**src/hw/rtl/ucf_pkg.sv**
```systemverilog
`timescale 1ns / 1ps
// ----------------------------------------------------------------------------
// ucf_pkg
// Shared constants and types for the undirected cycle finder.
// ----------------------------------------------------------------------------
package ucf_pkg;
  localparam int MaxVertices = 64;
  localparam int VidW        = $clog2(MaxVertices);
  localparam int CntW        = $clog2(MaxVertices + 1);
  localparam int RowW        = 64;
  localparam int NumLanes    = 8;
  localparam int LaneW       = MaxVertices / NumLanes;
  localparam int StkW        = 2 * VidW + CntW;
  localparam int ColW        = 2 + VidW;

  typedef logic [VidW-1:0] vid_t;
  typedef logic [CntW-1:0] cnt_t;

  // Per-lane scan result handed to the merge stage
  typedef struct packed {
    logic hit;
    vid_t idx;
  } lane_hit_t;

  // Stack entry: vertex, next scan position, parent vertex
  typedef struct packed {
    vid_t v;
    cnt_t p;
    vid_t par;
  } stk_ent_t;

  // Per-vertex entry: color and stack position while gray
  typedef struct packed {
    logic [1:0] col;
    vid_t       spos;
  } col_ent_t;

  // Vertex color codes
  localparam logic [1:0] ColWhite = 2'd0;
  localparam logic [1:0] ColGray  = 2'd1;
  localparam logic [1:0] ColBlack = 2'd2;
endpackage

```
**src/hw/rtl/ucf_lane.sv**
```systemverilog
`timescale 1ns / 1ps
// ----------------------------------------------------------------------------
// ucf_lane
// One scan lane: finds the lowest set bit of its slice.
// ----------------------------------------------------------------------------
module ucf_lane (
  input  logic [ucf_pkg::LaneW-1:0] bits,
  input  logic [ucf_pkg::VidW-1:0]  base,
  output ucf_pkg::lane_hit_t        res
);
  import ucf_pkg::*;

  // Priority pick, lowest index wins
  always_comb begin
    res.hit = 1'b0;
    res.idx = '0;
    for (int i = LaneW - 1; i >= 0; i--) begin
      if (bits[i]) begin
        res.hit = 1'b1;
        res.idx = base + VidW'(i);
      end
    end
  end
endmodule

```
**config.mk**
```make
export PLATFORM = sky130hd
export DESIGN_NAME = ucf_lane
export DESIGN_NICKNAME = d
export VERILOG_FILES = /design/src/hw/rtl/ucf_pkg.sv /design/src/hw/rtl/ucf_lane.sv
export SDC_FILE = /design/constraint.sdc
export NUM_CORES = 1
export LEC_CHECK = 0
export BUFFER_PORTS_ARGS = -buffer_cell sky130_fd_sc_hd__buf_2
export CAP_MARGIN = 40
export CORE_MARGIN = 2
export CORE_UTILIZATION = 25
export DETAILED_ROUTE_END_ITERATION = 8
export PLACE_DENSITY = 0.48
export SLEW_MARGIN = 20
export SYNTH_ARGS = -nofsm -noshare
export SYNTH_HDL_FRONTEND = slang
export SYNTH_SLANG_ARGS = --single-unit
```
**constraint.sdc**
```tcl
create_clock -name vclk -period 2.4
set_input_delay 0.36 -clock vclk [all_inputs]
set_output_delay 0.36 -clock vclk [all_outputs]
set_load 0.02 [all_outputs]
```
==> Yosys cells after proc, flatten, opt, wreduce, memory -nomap -nowiden <==
Cells that the tools add are included.
{ "totals": {"reg_bits": 0, "out_inout_bits": 7, "input_bits": 14} }
{ "op_classes": {"addsub": 7, "muxes": 8} }
{ "ops": {"columns": ["operator", "count"], "rows": [
  ["$mux 7", 8],
  ["$add 6x3->6 const B", 4],
  ["$add 6x2->6 const B", 2],
  ["$add 6x1->6 const B", 1]
]} }

==> Longest topological paths before layout <==
{ "depth": {"depth_word": 9, "depth_mapped": 8} }

==> Worst setup path before layout <==
No wires, ideal clock.
{ "synth_timing": {"path_kind": "input to output", "start": "input port base[2] (netlist name)", "end": "output port res[5] (netlist name)", "setup_slack_ns": -0.058, "n_path_buf": 1, "arrival_ns": 2.098, "path_stages": 8, "path_cell_list": "clkbuf_1 > inv_1 > ha_1 > a21bo_1 > a21bo_1 > a311oi_1 > o221ai_1 > a21oi_1"} }
{ "synth_rtl": {"columns": ["item", "line_no", "rtl"], "rows": [
  ["start: declaration", "ucf_lane.sv:8", "input logic [ucf_pkg::VidW-1:0] base,"],
  ["end: declaration", "ucf_lane.sv:9", "output ucf_pkg::lane_hit_t res"]
]} }

==> impl_metrics.json <==
{
  "pin_count": 21,
  "vias": 1153,
  "critPathCaptureType": "output port",
  "initial_core_util_pct": 26.1,
  "drt-total-wl_mm": 3.16,
  "fin_setup_tns_ns": 0,
  "viasPerCell": 5.39,
  "grt_pass1_wl_mm": 5.06,
  "slew_headroom_pct": 75.2,
  "setup_viol": 0,
  "min_path_type": "input port to output port",
  "rows": 22,
  "post_cts_buffers": 0,
  "fmax_ghz": 0.431,
  "critPathArrivalTime_ns": 1.96,
  "synthXorXnorAreaFrac_pct": 8.20,
  "synth_top_cell_area_share_pct": 11.7,
  "cellLeakagePower_nw": 0.509,
  "regArea_sq_um": 0,
  "grt_overflow": 0,
  "syn_to_final_growth_pct": 26.6,
  "wl_met3_um": 200,
  "coreArea_sq_um": 3690,
  "antenna_found_initial": 0,
  "dpl.hpwl_mm": 2.45,
  "syn_nets": 170,
  "dr.pass1.iters": 4,
  "synth.largest_area_cell": "ha_1",
  "p_per_area_nw_per_um2": 195,
  "syn_area_sq_um": 961,
  "yosys.area_share.simple_pct": 20.2,
  "fp.dieW_um": 66.0,
  "portBuffers": 21,
  "route.detailed.drc": 0,
  "avgSynthCellArea_sq_um": 6.54,
  "max_slew.worst_pin.slew_ns": 0.371,
  "diodes": 0,
  "chipHeight_um": 66.0,
  "grt_pass1_vias": 1038,
  "critPathLaunch": "base[1]",
  "worst-setup-path-type": "input port to output port",
  "wl_met2_mm": 1.43,
  "seq_cell_count": 0,
  "fin_hold_ws_ns": 1.16,
  "cp.required_ns": 2.04,
  "drv_cap": 0,
  "period_needed_ns": 2.32,
  "synth_top_family_by_area": "compound AO/OA/AOI/OAI gates",
  "drt_first_iter_violations": 103,
  "yosys_warnings": 0,
  "post-route-period-util_pct": 96.7,
  "ys_top_cells_by_area": "ha_1, a21oi_1, xnor2_1, o21ai_0, nand2_1",
  "cp-endpoint": "res[1]",
  "rsz0062_at_grt": "yes",
  "status": "finished, final reports clean",
  "p_total_mw": 0.237,
  "ant_nets": 0,
  "place.gp.congestion": 0.862,
  "fin_cells": 214,
  "cp-start-kind": "input port",
  "synth.area.mux_share_pct": 5.47,
  "max-vdd-ir-drop_mv": 0.0604,
  "synth_compound_area_share_pct": 44.3,
  "yosysSeqAreaShare_pct": 0,
  "nClkBuffers": 0,
  "hold_viol_final": 0,
  "path_max_fanout": 7,
  "highest_layer": "met4",
  "ys_types": 46,
  "finalMaxSlewViolations": 0,
  "grt_max_degree": 16,
  "wire_per_inst_um": 14.8,
  "nets": 191,
  "synthAdderAreaFrac_pct": 11.7,
  "dp_cells": 214,
  "m1WireLength_mm": 1.51,
  "grt.total_usage_pct": 14.2,
  "dieArea_sq_um": 4360,
  "final_layout_size_suffix_gt1_share_pct": 27.1,
  "syn_inst": 147
}
## power by group
group	switching (mW)	total, mW	internal, mW
Sequential	0	0	0
Clock	0	0	0
Combinational	0.140	0.237	0.0974
Total	0.140	0.237	0.0974
## cell families after synthesis
| kind of cell | count (synthesis) |
|---|---|
| buffers and inverters | 23 |
| adders and majority gates | 9 |
| AOI/OAI and AO/OA | 64 |
| muxes | 5 |
| xor gates and xnor gates | 9 |
| and+or+nand+nor | 37 |
## cell usage after synthesis, drive strengths merged (3+ instances only)
cell type,count
a211oi,3
a21oi,21
a221o,3
a311oi,3
a31oi,4
buf,8
clkbuf,5
ha,9
inv,10
mux2i,3
nand2,12
nor2,6
nor2b,6
o21ai,13
xnor2,6
xor2,3
## critical path, stage by stage
cell and delay, ns:
clkbuf_4 0.16, inv_4 0.07, ha_4 0.27, inv_1 0.04, a221o_1 0.28, a221o_1 0.31, a221oi_2 0.22, o31ai_1 0.08
buf_2 0.16
## worst min-delay path by stage
stage                     startpoint  endpoint  depth (start not counted)
after floorplan              base[1]    res[1]                          2
after global placement       bits[7]    res[6]                          4
after detailed placement     bits[7]    res[6]                          4
after CTS                    bits[7]    res[6]                          4
after global routing         bits[7]    res[6]                          4
final                        bits[7]    res[6]                          4
## metal layers
layer,GRT usage [%],up-vias
li1,-,586
met1,21.1,527
met2,23.1,38
met3,1.02,2
met4,1.28,0
met5,0,-
## cell type report
cell class / instances / area, sq um
Multi-Input combinational cell: 124 / 923
Fill cell: 436 / 2470
Inverter: 10 / 40.0
Timing Repair Buffer: 32 / 193
Tap cell: 48 / 60.1
## cells in the final DEF (no fill, tap or decap), drive strengths merged, types with 2 or more instances in the layout
cell type	count
buf	31
a21oi	21
o21ai	13
nand2	12
inv	10
ha	9
nor2b	6
nor2	6
xnor2	6
a31oi	4
mux2i	3
xor2	3
a221o	3
a311oi	3
a211oi	3
mux2	2
nand4	2
nand3	2
a21bo	2
o22ai	2
nor3	2
a2111oi	2
## metrics by stage
stage / setup WS (ns) / cell area [sq um] / utilization [%]
3_3_place_gp: 0.0158 / 1150 / 31.2
6_report: 0.0792 / 1220 / 33.0
3_5_place_dp: -0.00685 / 1150 / 31.2
2_1_floorplan: 0.00118 / 965 / -
4_1_cts: 0.00849 / 1150 / 31.3
5_1_grt: -0.00110 / 1220 / 33.0
## what timing repair did
item                       in CTS  in global routing
pin swaps                       0                  1
gates cloned                    0                  0
setup endpoints to repair       1                  4
hold buffers                    0                  0
gates resized for setup         1                 13
Note: power is estimated with default switching activity, not from simulation.
