===== src/hw/rtl/ucf_ram.sv =====
`timescale 1ns / 1ps
// ----------------------------------------------------------------------------
// ucf_ram
// Generic single-port-write, single-port-read RAM with registered read.
// ----------------------------------------------------------------------------
module ucf_ram #(
  parameter int Width = 8,
  parameter int Depth = 64
) (
  input  logic                     clk,
  input  logic                     we,
  input  logic [$clog2(Depth)-1:0] waddr,
  input  logic [Width-1:0]         wdata,
  input  logic [$clog2(Depth)-1:0] raddr,
  output logic [Width-1:0]         rdata
);
  logic [Width-1:0] mem [Depth];

  always_ff @(posedge clk) begin
    if (we) begin
      mem[waddr] <= wdata;
    end
    rdata <= mem[raddr];
  end
endmodule


===== config.mk =====
export PLATFORM = sky130hd
export DESIGN_NAME = ucf_ram
export DESIGN_NICKNAME = d
export VERILOG_FILES = /design/src/hw/rtl/ucf_ram.sv
export SDC_FILE = /design/constraint.sdc
export NUM_CORES = 1
export LEC_CHECK = 0
export BUFFER_PORTS_ARGS = -buffer_cell sky130_fd_sc_hd__clkbuf_2
export CAP_MARGIN = 10
export CORE_MARGIN = 5
export CORE_UTILIZATION = 30
export CTS_BUF_LIST = sky130_fd_sc_hd__clkbuf_4 sky130_fd_sc_hd__clkbuf_8
export DETAILED_ROUTE_END_ITERATION = 6
export PLACE_DENSITY = 0.53
export RECOVER_POWER = 100
export SLEW_MARGIN = 20
export SYNTH_ARGS = -nofsm -noshare
export SYNTH_HDL_FRONTEND = slang
export SYNTH_SLANG_ARGS = --single-unit

===== constraint.sdc =====
create_clock -name clk -period 3.1 [get_ports clk]
set_input_delay 0.62 -clock clk [delete_from_list [all_inputs] [get_ports clk]]
set_output_delay 0.62 -clock clk [all_outputs]
set_load 0.03 [all_outputs]

**Yosys cells after proc, flatten, opt, wreduce, memory -nomap -nowiden**

Memories as Yosys holds them, arrays and structs flattened. A register that Yosys moved wholly into a read port is not among the register bits.
Index checks and enable logic that the tools add are counted.

- Multiplexer cells: 2

Operator list:

| kind | number |
|---|---|
| $mux W1 | 2 |

- Bits in writable memories: 512
- Logic and storage cells: 3
- Memories: 1
- Flip-flop bits (word level): 0
- Output and inout bits: 8

Memory list:

| memory | words | width | read ports | clocked after Yosys merged registers in | wr ports | line | text |
|---|---|---|---|---|---|---|---|
| mem | 64 | 8 | 1 | 1 | 1 | 17 | `logic [Width-1:0] mem [Depth];` |

**Depth between registers and ports, before layout**

- Word-level depth: 2
- Gate-level depth with buffers: 9
- Depth with buffers taken out: 5

**Least setup slack after synthesis**

No wires, ideal clock.

- Path type: in2reg
- Start: in raddr[1]
- End: reg rdata[3] (read register of mem)
- Cell stages on the path: 7
- Arrival: 2.160 ns
- Required time: 2.972 ns
- Slack: 0.812 ns
- Cell sequence: buf_4 > buf_2 > buf_2 > mux4_2 > mux4_2 > o21ai_1 > o41ai_1

RTL lines:

| what | line | text |
|---|---|---|
| start, declared | 14 | `input logic [$clog2(Depth)-1:0] raddr,` |
| end, declared | 15 | `output logic [Width-1:0] rdata` |

**Worst setup path in the final report**

- Start: in wdata[6]
- End: mem mem[9][6] (data pin)

RTL lines:

| what | line | text |
|---|---|---|
| start, declared | 13 | `input logic [Width-1:0] wdata,` |
| end, declared | 17 |  |

Straight into the memory's write port.

==> flow_summary.json <==
{
  "slowest_delay_ns": 1.52,
  "cts_buffers": 83,
  "end_kind": "register",
  "crit_family": "buffers and inverters",
  "netlist_area_um2": 20200,
  "grt_max_degree": 65,
  "synth.yosys.seq_area_share": 0.770,
  "arrival_ns": 2.82,
  "die_h_um": 269,
  "ant_nets": 0,
  "antenna_found_initial": 3,
  "leakage_nw": 7.20,
  "wl_met1_mm": 21.5,
  "whs_ns": 0.479,
  "crit_top_cell": "clkbuf_1",
  "ys_types": 40,
  "critical_path.cell_chain": "clkbuf_1 > clkbuf_1",
  "violations": "max-capacitance violations, max-slew violations",
  "vias": 10100,
  "clock_latency_ns": 0.65,
  "fin_cells": 2051,
  "syn_avg_cell_area_um2": 21.5,
  "crit_type": "input pin to register",
  "critPathLaunchType": "input pin",
  "post_cts_buffers": 0,
  "gp_congestion": 0.796,
  "holdBufCountCts": 0,
  "startpoint": "wdata[6]",
  "slew_violations": 145,
  "clock_path_buffers": 3,
  "rows": 95,
  "worst-path-buf-inv": 2,
  "reg2reg_from": "mem[3][5]$_DFFE_PP_",
  "hold_violations": 0,
  "dpl_cell_area_um2": 22100,
  "fin_skew_ns": 0.0311,
  "drt-initial-drc-count": 638,
  "cp_slowest_cell": "clkbuf_1",
  "syn_nets": 962,
  "fmax_mhz": 400,
  "finalSetupTns_ns": 0,
  "clockRootBuffer": "clkbuf_8",
  "p_per_area_nw_per_um2": 619,
  "syn_inst": 940,
  "first_pass_iters": 5,
  "min_path_type": "input pin to register",
  "area_delta_synth_final_pct": 16.1,
  "fin_crit_sh": 0.807,
  "grt_use_total": 0.137,
  "htree_num_levels": 3,
  "wl_met2_mm": 24.8,
  "io_buffers": 29,
  "maxCapViolCount": 4,
  "crit_path_max_fanout": 38,
  "synth-seq-cells": 520,
  "drive_gt1_frac": 0.265,
  "dp.final_hpwl_mm": 32.4,
  "cts_tree": "yes",
  "drc": 0,
  "outcome": "finished, violations left",
  "viasPerCell": 4.90,
  "gr-total-overflow": 0,
  "finalCriticalPeriod_ns": 2.50,
  "grt_pass1_wl_mm": 74.1,
  "clk_pin_slew_ns": 0.06,
  "setup_violations": 0,
  "ios": 30,
  "core-area_um2": 66900,
  "peakVddDrop_mv": 0.232,
  "nets": 1140,
  "cts-resized-gates": 0,
  "route.met3.wl_mm": 2.42,
  "topRoutingLayerUsed": "met5",
  "rsz0062_at_grt": "no",
  "grt_pass1_vias": 10600,
  "die_w_um": 269,
  "finalWirelength_mm": 50.0,
  "finish.instance_area_um2": 23400,
  "yosys_warnings": 0,
  "dp_cells": 1906,
  "die_area_um2": 72500,
  "required_ns": 3.42,
  "tightestPinTransition_ns": 2.18,
  "hp-start": "raddr[5]",
  "relSlewSlack": -0.455,
  "initial_core_util": 0.301,
  "cts.sinks": 520,
  "routedWlPerCell_um": 24.4
}
path summary, 6_finish.rpt:
path	end	slack (ns)	cells after the start
worst max-delay path	mem[9][6]$_DFFE_PP_	0.60	2
worst min-delay path	rdata[2]$_DFF_P_	0.48	3
worst max register to register	rdata[5]$_DFF_P_	0.92	4
worst min register to register	rdata[6]$_DFF_P_	0.87	3
tightest hold or removal path: stages:
cell and delay, ns:
clkbuf_2 0.25, nand2_1 0.14, o2bb2ai_1 0.06
synthesized netlist by cell type, drive strengths merged:
cell type / count / area (µm²)
nor3: 7 / 35.0
or3: 1 / 6.26
nand4: 2 / 12.5
o2111ai: 3 / 26.3
mux2: 13 / 146
edfxtp: 512 / 15400
nand4b: 1 / 8.76
o41ai: 2 / 17.5
dfxtp: 8 / 160
nor2b: 14 / 87.6
o311ai: 1 / 8.76
o21a: 2 / 15.0
mux2i: 23 / 230
nand3b: 3 / 22.5
nand3: 13 / 65.1
mux4: 126 / 2840
a2111oi: 2 / 17.5
a211oi: 4 / 30.0
nand2b: 7 / 43.8
o22ai: 8 / 50.1
clkbuf: 17 / 63.8
o221a: 2 / 22.5
o32ai: 2 / 17.5
nand2: 19 / 71.3
and2: 1 / 6.26
a21oi: 3 / 15.0
buf: 34 / 253
a22oi: 3 / 22.5
a221oi: 6 / 52.6
a31oi: 1 / 6.26
o21ai: 4 / 20.0
nor2: 83 / 312
nor4: 2 / 12.5
o221ai: 8 / 70.1
o2bb2ai: 3 / 26.3
kinds of logic after synthesis:
kind of cell / synth area share
compound gates: 0.0207
buf+inv: 0.0157
flops: 0.770
mux: 0.159
simple gates: 0.0339
state kept, by name, indices dropped and copies added, names as in the netlist:
| name | flops |
|---|---|
| rdata | 8 |
| mem | 512 |
per-layer routing:
| layer | track usage | vias to the layer above |
|---|---|---|
| met4 | 0.0469 | 4 |
| met1 | 0.183 | 5377 |
| li1 | - | 4290 |
| met2 | 0.228 | 297 |
| met3 | 0.0241 | 87 |
| met5 | 0 | - |
layout by cell type (no fill, tap or decap), drive strengths merged, types with 3 or more instances in the layout:
cell type  synthesis  final
o2bb2ai            3      3
o21ai              4      4
buf               34     34
mux2              13     13
a21oi              3      3
nand2b             7      7
a211oi             4      4
clkbuf            17    221
dfxtp              8      8
a22oi              3      3
o221ai             8      8
o2111ai            3      3
o22ai              8      8
nor2b             14     14
mux2i             23     23
nand3b             3      3
mux4             126    126
nor3               7      7
a221oi             6      6
edfxtp           512    512
nor2              83     83
nand2             19     19
nand3             13     13
clkinv             0     26
bufinv             0      5
area by class of cell:
class                           instances  area [µm²]
Antenna cell                            1        2.50
Clock buffer                          111        1380
Clock inverter                         33         272
Fill cell                            6260       43500
Multi-Input combinational cell        369        4320
Sequential cell                       520       15500
Tap cell                              873        1090
Timing Repair Buffer                  144         830
power breakdown:
part	internal (mW)	total, mW	switching [mW]
clock	3.29	5.89	2.60
combinational	0.295	0.789	0.494
sequential	7.79	7.82	0.0311
metrics by stage:
step,util,setup slack [ns],total power [mW]
detailed placement,0.330,-0.0624,8.79
CTS,0.355,0.644,14.7
global placement,0.330,-0.0556,8.78
floorplan,-,0.812,8.38
global route,0.350,0.532,15.0
finish,0.350,0.598,14.5
No activity file was read; power rests on OpenSTA's default activity.
