===== src/hw/rtl/ucf_pkg.sv =====
`timescale 1ns / 1ps
// ----------------------------------------------------------------------------
// ucf_pkg
// Shared constants and types for the undirected cycle finder.
// ----------------------------------------------------------------------------
package ucf_pkg;
  localparam int MaxVertices = 64;
  localparam int VidW        = $clog2(MaxVertices);
  localparam int CntW        = $clog2(MaxVertices + 1);
  localparam int RowW        = 64;
  localparam int NumLanes    = 8;
  localparam int LaneW       = MaxVertices / NumLanes;
  localparam int StkW        = 2 * VidW + CntW;
  localparam int ColW        = 2 + VidW;

  typedef logic [VidW-1:0] vid_t;
  typedef logic [CntW-1:0] cnt_t;

  // Per-lane scan result handed to the merge stage
  typedef struct packed {
    logic hit;
    vid_t idx;
  } lane_hit_t;

  // Stack entry: vertex, next scan position, parent vertex
  typedef struct packed {
    vid_t v;
    cnt_t p;
    vid_t par;
  } stk_ent_t;

  // Per-vertex entry: color and stack position while gray
  typedef struct packed {
    logic [1:0] col;
    vid_t       spos;
  } col_ent_t;

  // Vertex color codes
  localparam logic [1:0] ColWhite = 2'd0;
  localparam logic [1:0] ColGray  = 2'd1;
  localparam logic [1:0] ColBlack = 2'd2;
endpackage


===== src/hw/rtl/ucf_merge.sv =====
`timescale 1ns / 1ps
// ----------------------------------------------------------------------------
// ucf_merge
// Merge stage: first lane with a hit gives the next neighbor.
// ----------------------------------------------------------------------------
module ucf_merge (
  input  ucf_pkg::lane_hit_t lanes [ucf_pkg::NumLanes],
  output ucf_pkg::lane_hit_t res
);
  import ucf_pkg::*;

  always_comb begin
    res = '0;
    for (int l = NumLanes - 1; l >= 0; l--) begin
      if (lanes[l].hit) begin
        res = lanes[l];
      end
    end
  end
endmodule


===== config.mk =====
export PLATFORM = sky130hd
export DESIGN_NAME = ucf_merge
export DESIGN_NICKNAME = d
export VERILOG_FILES = /design/src/hw/rtl/ucf_pkg.sv /design/src/hw/rtl/ucf_merge.sv
export SDC_FILE = /design/constraint.sdc
export NUM_CORES = 1
export LEC_CHECK = 0
export ABC_AREA = 1
export BUFFER_PORTS_ARGS = -buffer_cell sky130_fd_sc_hd__buf_2
export CORE_MARGIN = 5
export CORE_UTILIZATION = 36
export DETAILED_ROUTE_END_ITERATION = 10
export PLACE_DENSITY = 0.85
export SYNTH_ARGS = -nofsm -noshare
export SYNTH_HDL_FRONTEND = slang
export SYNTH_SLANG_ARGS = --single-unit

===== constraint.sdc =====
create_clock -name vclk -period 2.3
set_clock_uncertainty 0.2 [all_clocks]
set_input_delay 0.69 -clock vclk [all_inputs]
set_output_delay 0.69 -clock vclk [all_outputs]
set_load 0.02 [all_outputs]

Word level (Yosys, flattened, before mapping)
Index checks and enable logic that the tools add are counted.
{"block": "totals", "register_bits": 0, "latch_bits": 0, "ramBits": 0, "mem_bits_ro": 0, "word_cells": 8, "mem_count": 0}
{"block": "classes", "addsub": 0, "multipliers": 0, "div_mod_pow": 0, "n_lt_le_gt_ge": 0, "n_eq_ne": 0, "shifts": 0, "mux": 8, "bitwise_logic": 0, "reduce_logical": 0}
{"cell": "two-way mux 7 bit", "count": 8}

Depth between registers and ports, before layout
Gate-level depths: netlist of run 1.
{"block": "logic_depth", "ltp_word": 8, "depth_mapped": 10, "depth_no_buf": 9}

Least setup slack after synthesis of run 1
OpenSTA, ideal clock, no wires.
{"block": "synth_timing", "path_type": "input -> output", "from": "input port lanes[34] in the netlist's numbering", "to": "output port res[3] in the netlist's numbering", "arrival_ns": 1.390, "t_required_ns": 1.410, "slack_ns": 0.020, "stages": 10, "n_path_buf": 1, "path_cell_list": "buf_6 inv_2 nand2_4 nor2_1 nand2_1 nand2_1 nand2_1 nand2_1 nand2_1 nand2_1"}
{"item": "start, declared", "line_no": "ucf_merge.sv:7", "source": "input ucf_pkg::lane_hit_t lanes [ucf_pkg::NumLanes],"}
{"item": "end, declared", "line_no": "ucf_merge.sv:8", "source": "output ucf_pkg::lane_hit_t res"}

==> metrics, run 1 <==
outcome=finished, violations left; failing checks=setup timing; pins over their slew limit=0; Setup TNS=-0.6726 ns; Final Hold Violating Endpoints=0; pwr/cell area=approximately 200 nW/um^2; Final Power=0.2085 mW; Avg WL per Cell=11.82 um; grt total ovfl=0; Pleak=0.6020 nW; Final period util=105.8%; crit path capture type=primary output; Peak supply drop=between 0.1 and 0.15 mV; Die W=between 40 and 50 um; Routed Antenna Nets=0; maximum number of pins on one net before global-route repair=14; total number of vias=990; logic gate share of total power=100.0%; Place WS=-0.1820 ns; port bufs=63; Synth cell types=13; switch share=48.94%; Reg area=0 sq um; core area=1489 sq um; Final WS setup=-0.1323 ns; I/O pin total=63; fmax=between 400 and 500 MHz; Die ar.=2429 sq um; cell internal pwr=0.1065 mW; unrepaired setup endpoints after global routing=yes; clock power share=0%; share of the yosys chip area belonging to registers=0%; Setup violations, final=7; share of cells above drive strength 1=50.79%; Yosys warnings=0; initial DRC count=20; global-route wire length before repair=around 3700 um; maxcap violations=0; Die Ht=slightly below 50 um; HP Class=input port to primary output; row cnt=14; Mean Syn Cell Area=4.480 sq um; Worst Max-Slew Pin Slew=0.2236 ns; most common cell after layout, fill and taps aside=nand2_1; Vias per Instance=around 4.8; CP required=1.41 ns; Post-Syn Nets=180; Layout area overhead=89.64%; Setup CP Type=input port to primary output; critical path arrival=around 1.5 ns; CP max FO=6; antenna violations before repair=0; GP Congestion=0.8179; CTS Hold Buffers Added=0; WL final=about 2400 um; ANT cells=0; nature of the critical path startpoint=input port; Total GRT Usage=roughly 18%; Remaining DRCs=0; clkbuf count=0; TritonRoute pass-1 iters=6; Reg power frac=0%; Synth Instances=124; synthesized area=between 500 and 600 sq um; commonest cells after routing, fill and taps aside=nand2_1 (56), buf_2 (50), nor2_1 (24); post-DP HPWL=1844 um; vias in the first global route=902; Slew Limit Headroom=about 85%; Non-Filler Instances=205; num sequential=0; post-layout min period=2.432 ns; placed cell count=201; NetSw=0.1020 mW; Total Nets Final=247; initial core utilization=a little under two fifths
==> cell families after synthesis <==
group                  Yosys count  share of synthesized area [%]
buffers and inverters           11                          13.51
AO/OA/AOI/OAI                   12                          10.81
AND/OR/NAND/NOR                101                          75.68
==> stage by stage <==
stage / area, sq um / util (%) / hold WS, ns
detailed placement: 860.8 / 57.82 / 1.498
floorplan: 555.5 / - / 1.346
global placement: 860.8 / 57.82 / 1.491
finish: 1054 / 70.76 / 1.472
CTS: 1018 / 68.40 / 1.474
global route: 1054 / 70.76 / 1.483
==> cell type report <==
cell class / instances / area (sq um)
multi-input combinational: 113 / 531.8
timing repair buffer: 69 / 454.2
timing repair inverter: 1 / 7.507
inverter: 6 / 40.04
fill: 125 / 435.4
tap: 16 / 20.02
==> final timing paths <==
kind	start	to	depth (start not counted)	slack, ns
min	lanes[49]	res[0]	4	1.47
max	lanes[27]	res[4]	10	-0.13
==> power groups by stage <==
stage | logic (mW) | clock network, mW | registers [mW]
6_report | 0.209 | 0 | 0
5_1_grt | 0.227 | 0 | 0
4_1_cts | 0.197 | 0 | 0
3_5_place_dp | 0.159 | 0 | 0
3_3_place_gp | 0.154 | 0 | 0
2_1_floorplan | 0.0930 | 0 | 0
==> cells in the mapped netlist (all sizes together) <==
master,instances,area (sq um)
nand4,1,6.260
a21oi,12,60.06
nand3,6,30.03
nand2,61,236.5
buf,5,52.54
or2,6,37.54
nor3,1,5.000
inv,6,22.52
nor2,26,105.1
==> routing by layer <==
metal | vias up | track usage (%) | routed length [um] | part of all wire [%]
li1 | 514 | - | - | -
met3 | 2 | 3.976 | 212 | 8.7
met2 | 43 | 35.41 | 1318 | 54
met4 | 0 | 2.242 | 10 | 0.41
met5 | - | 0 | 0 | 0
met1 | 431 | 19.20 | 880 | 36
==> critical path, cell delays in order <==
cell     delay, ns
buf_8         0.08
inv_6         0.03
nor2_4        0.21
a21oi_2       0.08
nand2_1       0.07
nand2_1       0.06
nand2_1       0.05
nand2_1       0.07
nand2_2       0.08
buf_6         0.12
==> repair_timing <==
item,CTS,global route
buffers inserted,3,0
setup endpoints to repair,6,7
cloned,1,0
pin swaps,17,7
gates resized for setup,40,11
No activity file was read; power rests on OpenSTA's default activity.
==> inputs of run 2 (changes only) <==
GPL_TIMING_DRIVEN = 0   (was unset)
TNS_END_PERCENT = 5   (was unset)
==> run 2 against run 1 <==
  * The run still ends with setup timing left
  * Die area did not move
  * Largest power group unchanged
  * Largest cell class unchanged
  * Final cell count fell by 1.5%
  * Non-clock buffer count fell by 2
==> metrics, run 2 (same netlist as run 1, synthesis figures left out) <==
Placed Area=880.8 sq um; global-route wire length before repair=3684 um; clkbuf count=0; CP max FO=5; Vias per Instance=4.856; grt total ovfl=0; most common cell after layout, fill and taps aside=nand2_1; nature of the critical path startpoint=input port; post-layout min period=2.421 ns; Routed Antenna Nets=0; Final WS setup=-0.1206 ns; fmax=413.1 MHz; Reg area=0 sq um; maxcap violations=0; ANT cells=0; CTS Hold Buffers Added=0; commonest cells after routing, fill and taps aside=nand2_1 (57), buf_2 (53), nor2_1 (24); pwr/cell area=194.2 nW/um^2; HP Class=input port to primary output; Setup TNS=-0.6825 ns; unrepaired setup endpoints after global routing=yes; initial core utilization=37.31%; Most Frequent Cell on Critical Path=nand2_1; I/O pin total=63; Final Hold Violating Endpoints=0; core area=approximately 1500 sq um; Final period util=105.2%; final core utilization=66.89%; WL final=2301 um; Die W=49.28 um; grt met3 use=3.364%; Max stage delay on crit path=around 0.14 ns; Avg WL per Cell=11.39 um; Setup CP Type=input port to primary output; FILL cells=147; Total Nets Final=244; M2 GR Usage=35.19%; share of cells above drive strength 1=48.39%; num sequential=0; crit path capture type=primary output; Pleak=approximately 0.59 nW; post-DP HPWL=1862 um; pins over their slew limit=0; Layout area overhead=79.28%; setup bufs post-CTS=0; maximum number of pins on one net before global-route repair=11; Slew Limit Headroom=a little under nine tenths; initial DRC count=8; Worst Max-Slew Pin Slew=roughly 0.21 ns; total number of vias=981; Slowest-stage cell, CP=buf_6; Total GRT Usage=roughly 18%; Die Ht=49.28 um; antenna violations before repair=0; vias in the first global route=roughly 890; Peak supply drop=slightly above 0.1 mV; crit-path cells=buf_8 > inv_6 > buf_6 > nand2_4 > a21oi_2 > nand2_1 > nand2_1 > nand2_1 > nand2_1 > nand2_1 > buf_6; outcome=finished, violations left; Post-Layout Inst Area=996.0 sq um; failing checks=setup timing; Non-Filler Instances=202; Setup violations, final=6; CP required=between 1 and 1.5 ns; GP Congestion=0.8107; GR peak layer=met2; Hold WS=1.473 ns; critical path arrival=1.53 ns; port bufs=61; TritonRoute pass-1 iters=4; placed cell count=around 200; Remaining DRCs=0; row cnt=14; Die ar.=2429 sq um; GR Util met1=19.38%
-- run 2: area by class of cell --
| class | instances | area [sq um] | share of cell area, % |
|---|---|---|---|
| Multi-Input combinational cell | 113 | 514.2 | 51.63 |
| Tap cell | 16 | 20.02 | 2.010 |
| Buffer | 5 | 56.30 | 5.653 |
| Timing Repair Buffer | 62 | 370.4 | 37.19 |
| Inverter | 6 | 35.03 | 3.518 |
-- run 2: final timing paths --
check | start | end | slack, ns | cells after the start
max | lanes[41] | res[1] | -0.12 | 11
min | lanes[49] | res[0] | 1.47 | 4
-- run 2: repair_timing --
item / 4_1_cts / 5_1_grt
resized for setup: 25 / 7
gates cloned: 1 / 0
pin swaps: 16 / 7
endpoints found under the setup margin: 6 / 7
-- run 2: through the flow --
step	total power [mW]	setup slack, ns
2_1_floorplan	0.09295	0.02035
3_3_place_gp	0.1587	-0.1451
3_5_place_dp	0.1632	-0.1674
4_1_cts	0.1870	-0.1133
5_1_grt	0.2140	-0.2078
6_report	0.1934	-0.1206
-- run 2: worst max-delay path, delay by kind of cell --
family / cells / cell delay [ns]
AO/OA/AOI/OAI: 1 / 0.09
buffers and inverters: 4 / 0.41
AND/OR/NAND/NOR: 6 / 0.35
-- run 2: power breakdown --
| group | total, mW | internal, mW | leakage [nW] | switching (mW) |
|---|---|---|---|---|
| Sequential | 0 | 0 | 0 | 0 |
| Combinational | 0.193 | 0.0971 | 0.586 | 0.0963 |
| Clock | 0 | 0 | 0 | 0 |
-- run 2: metal layers --
layer  vias to the layer above  wire length, um
met2                        35             1241
met3                         2              179
met4                         0               21
li1                        508                -
met1                       436              858
met5                         -                0
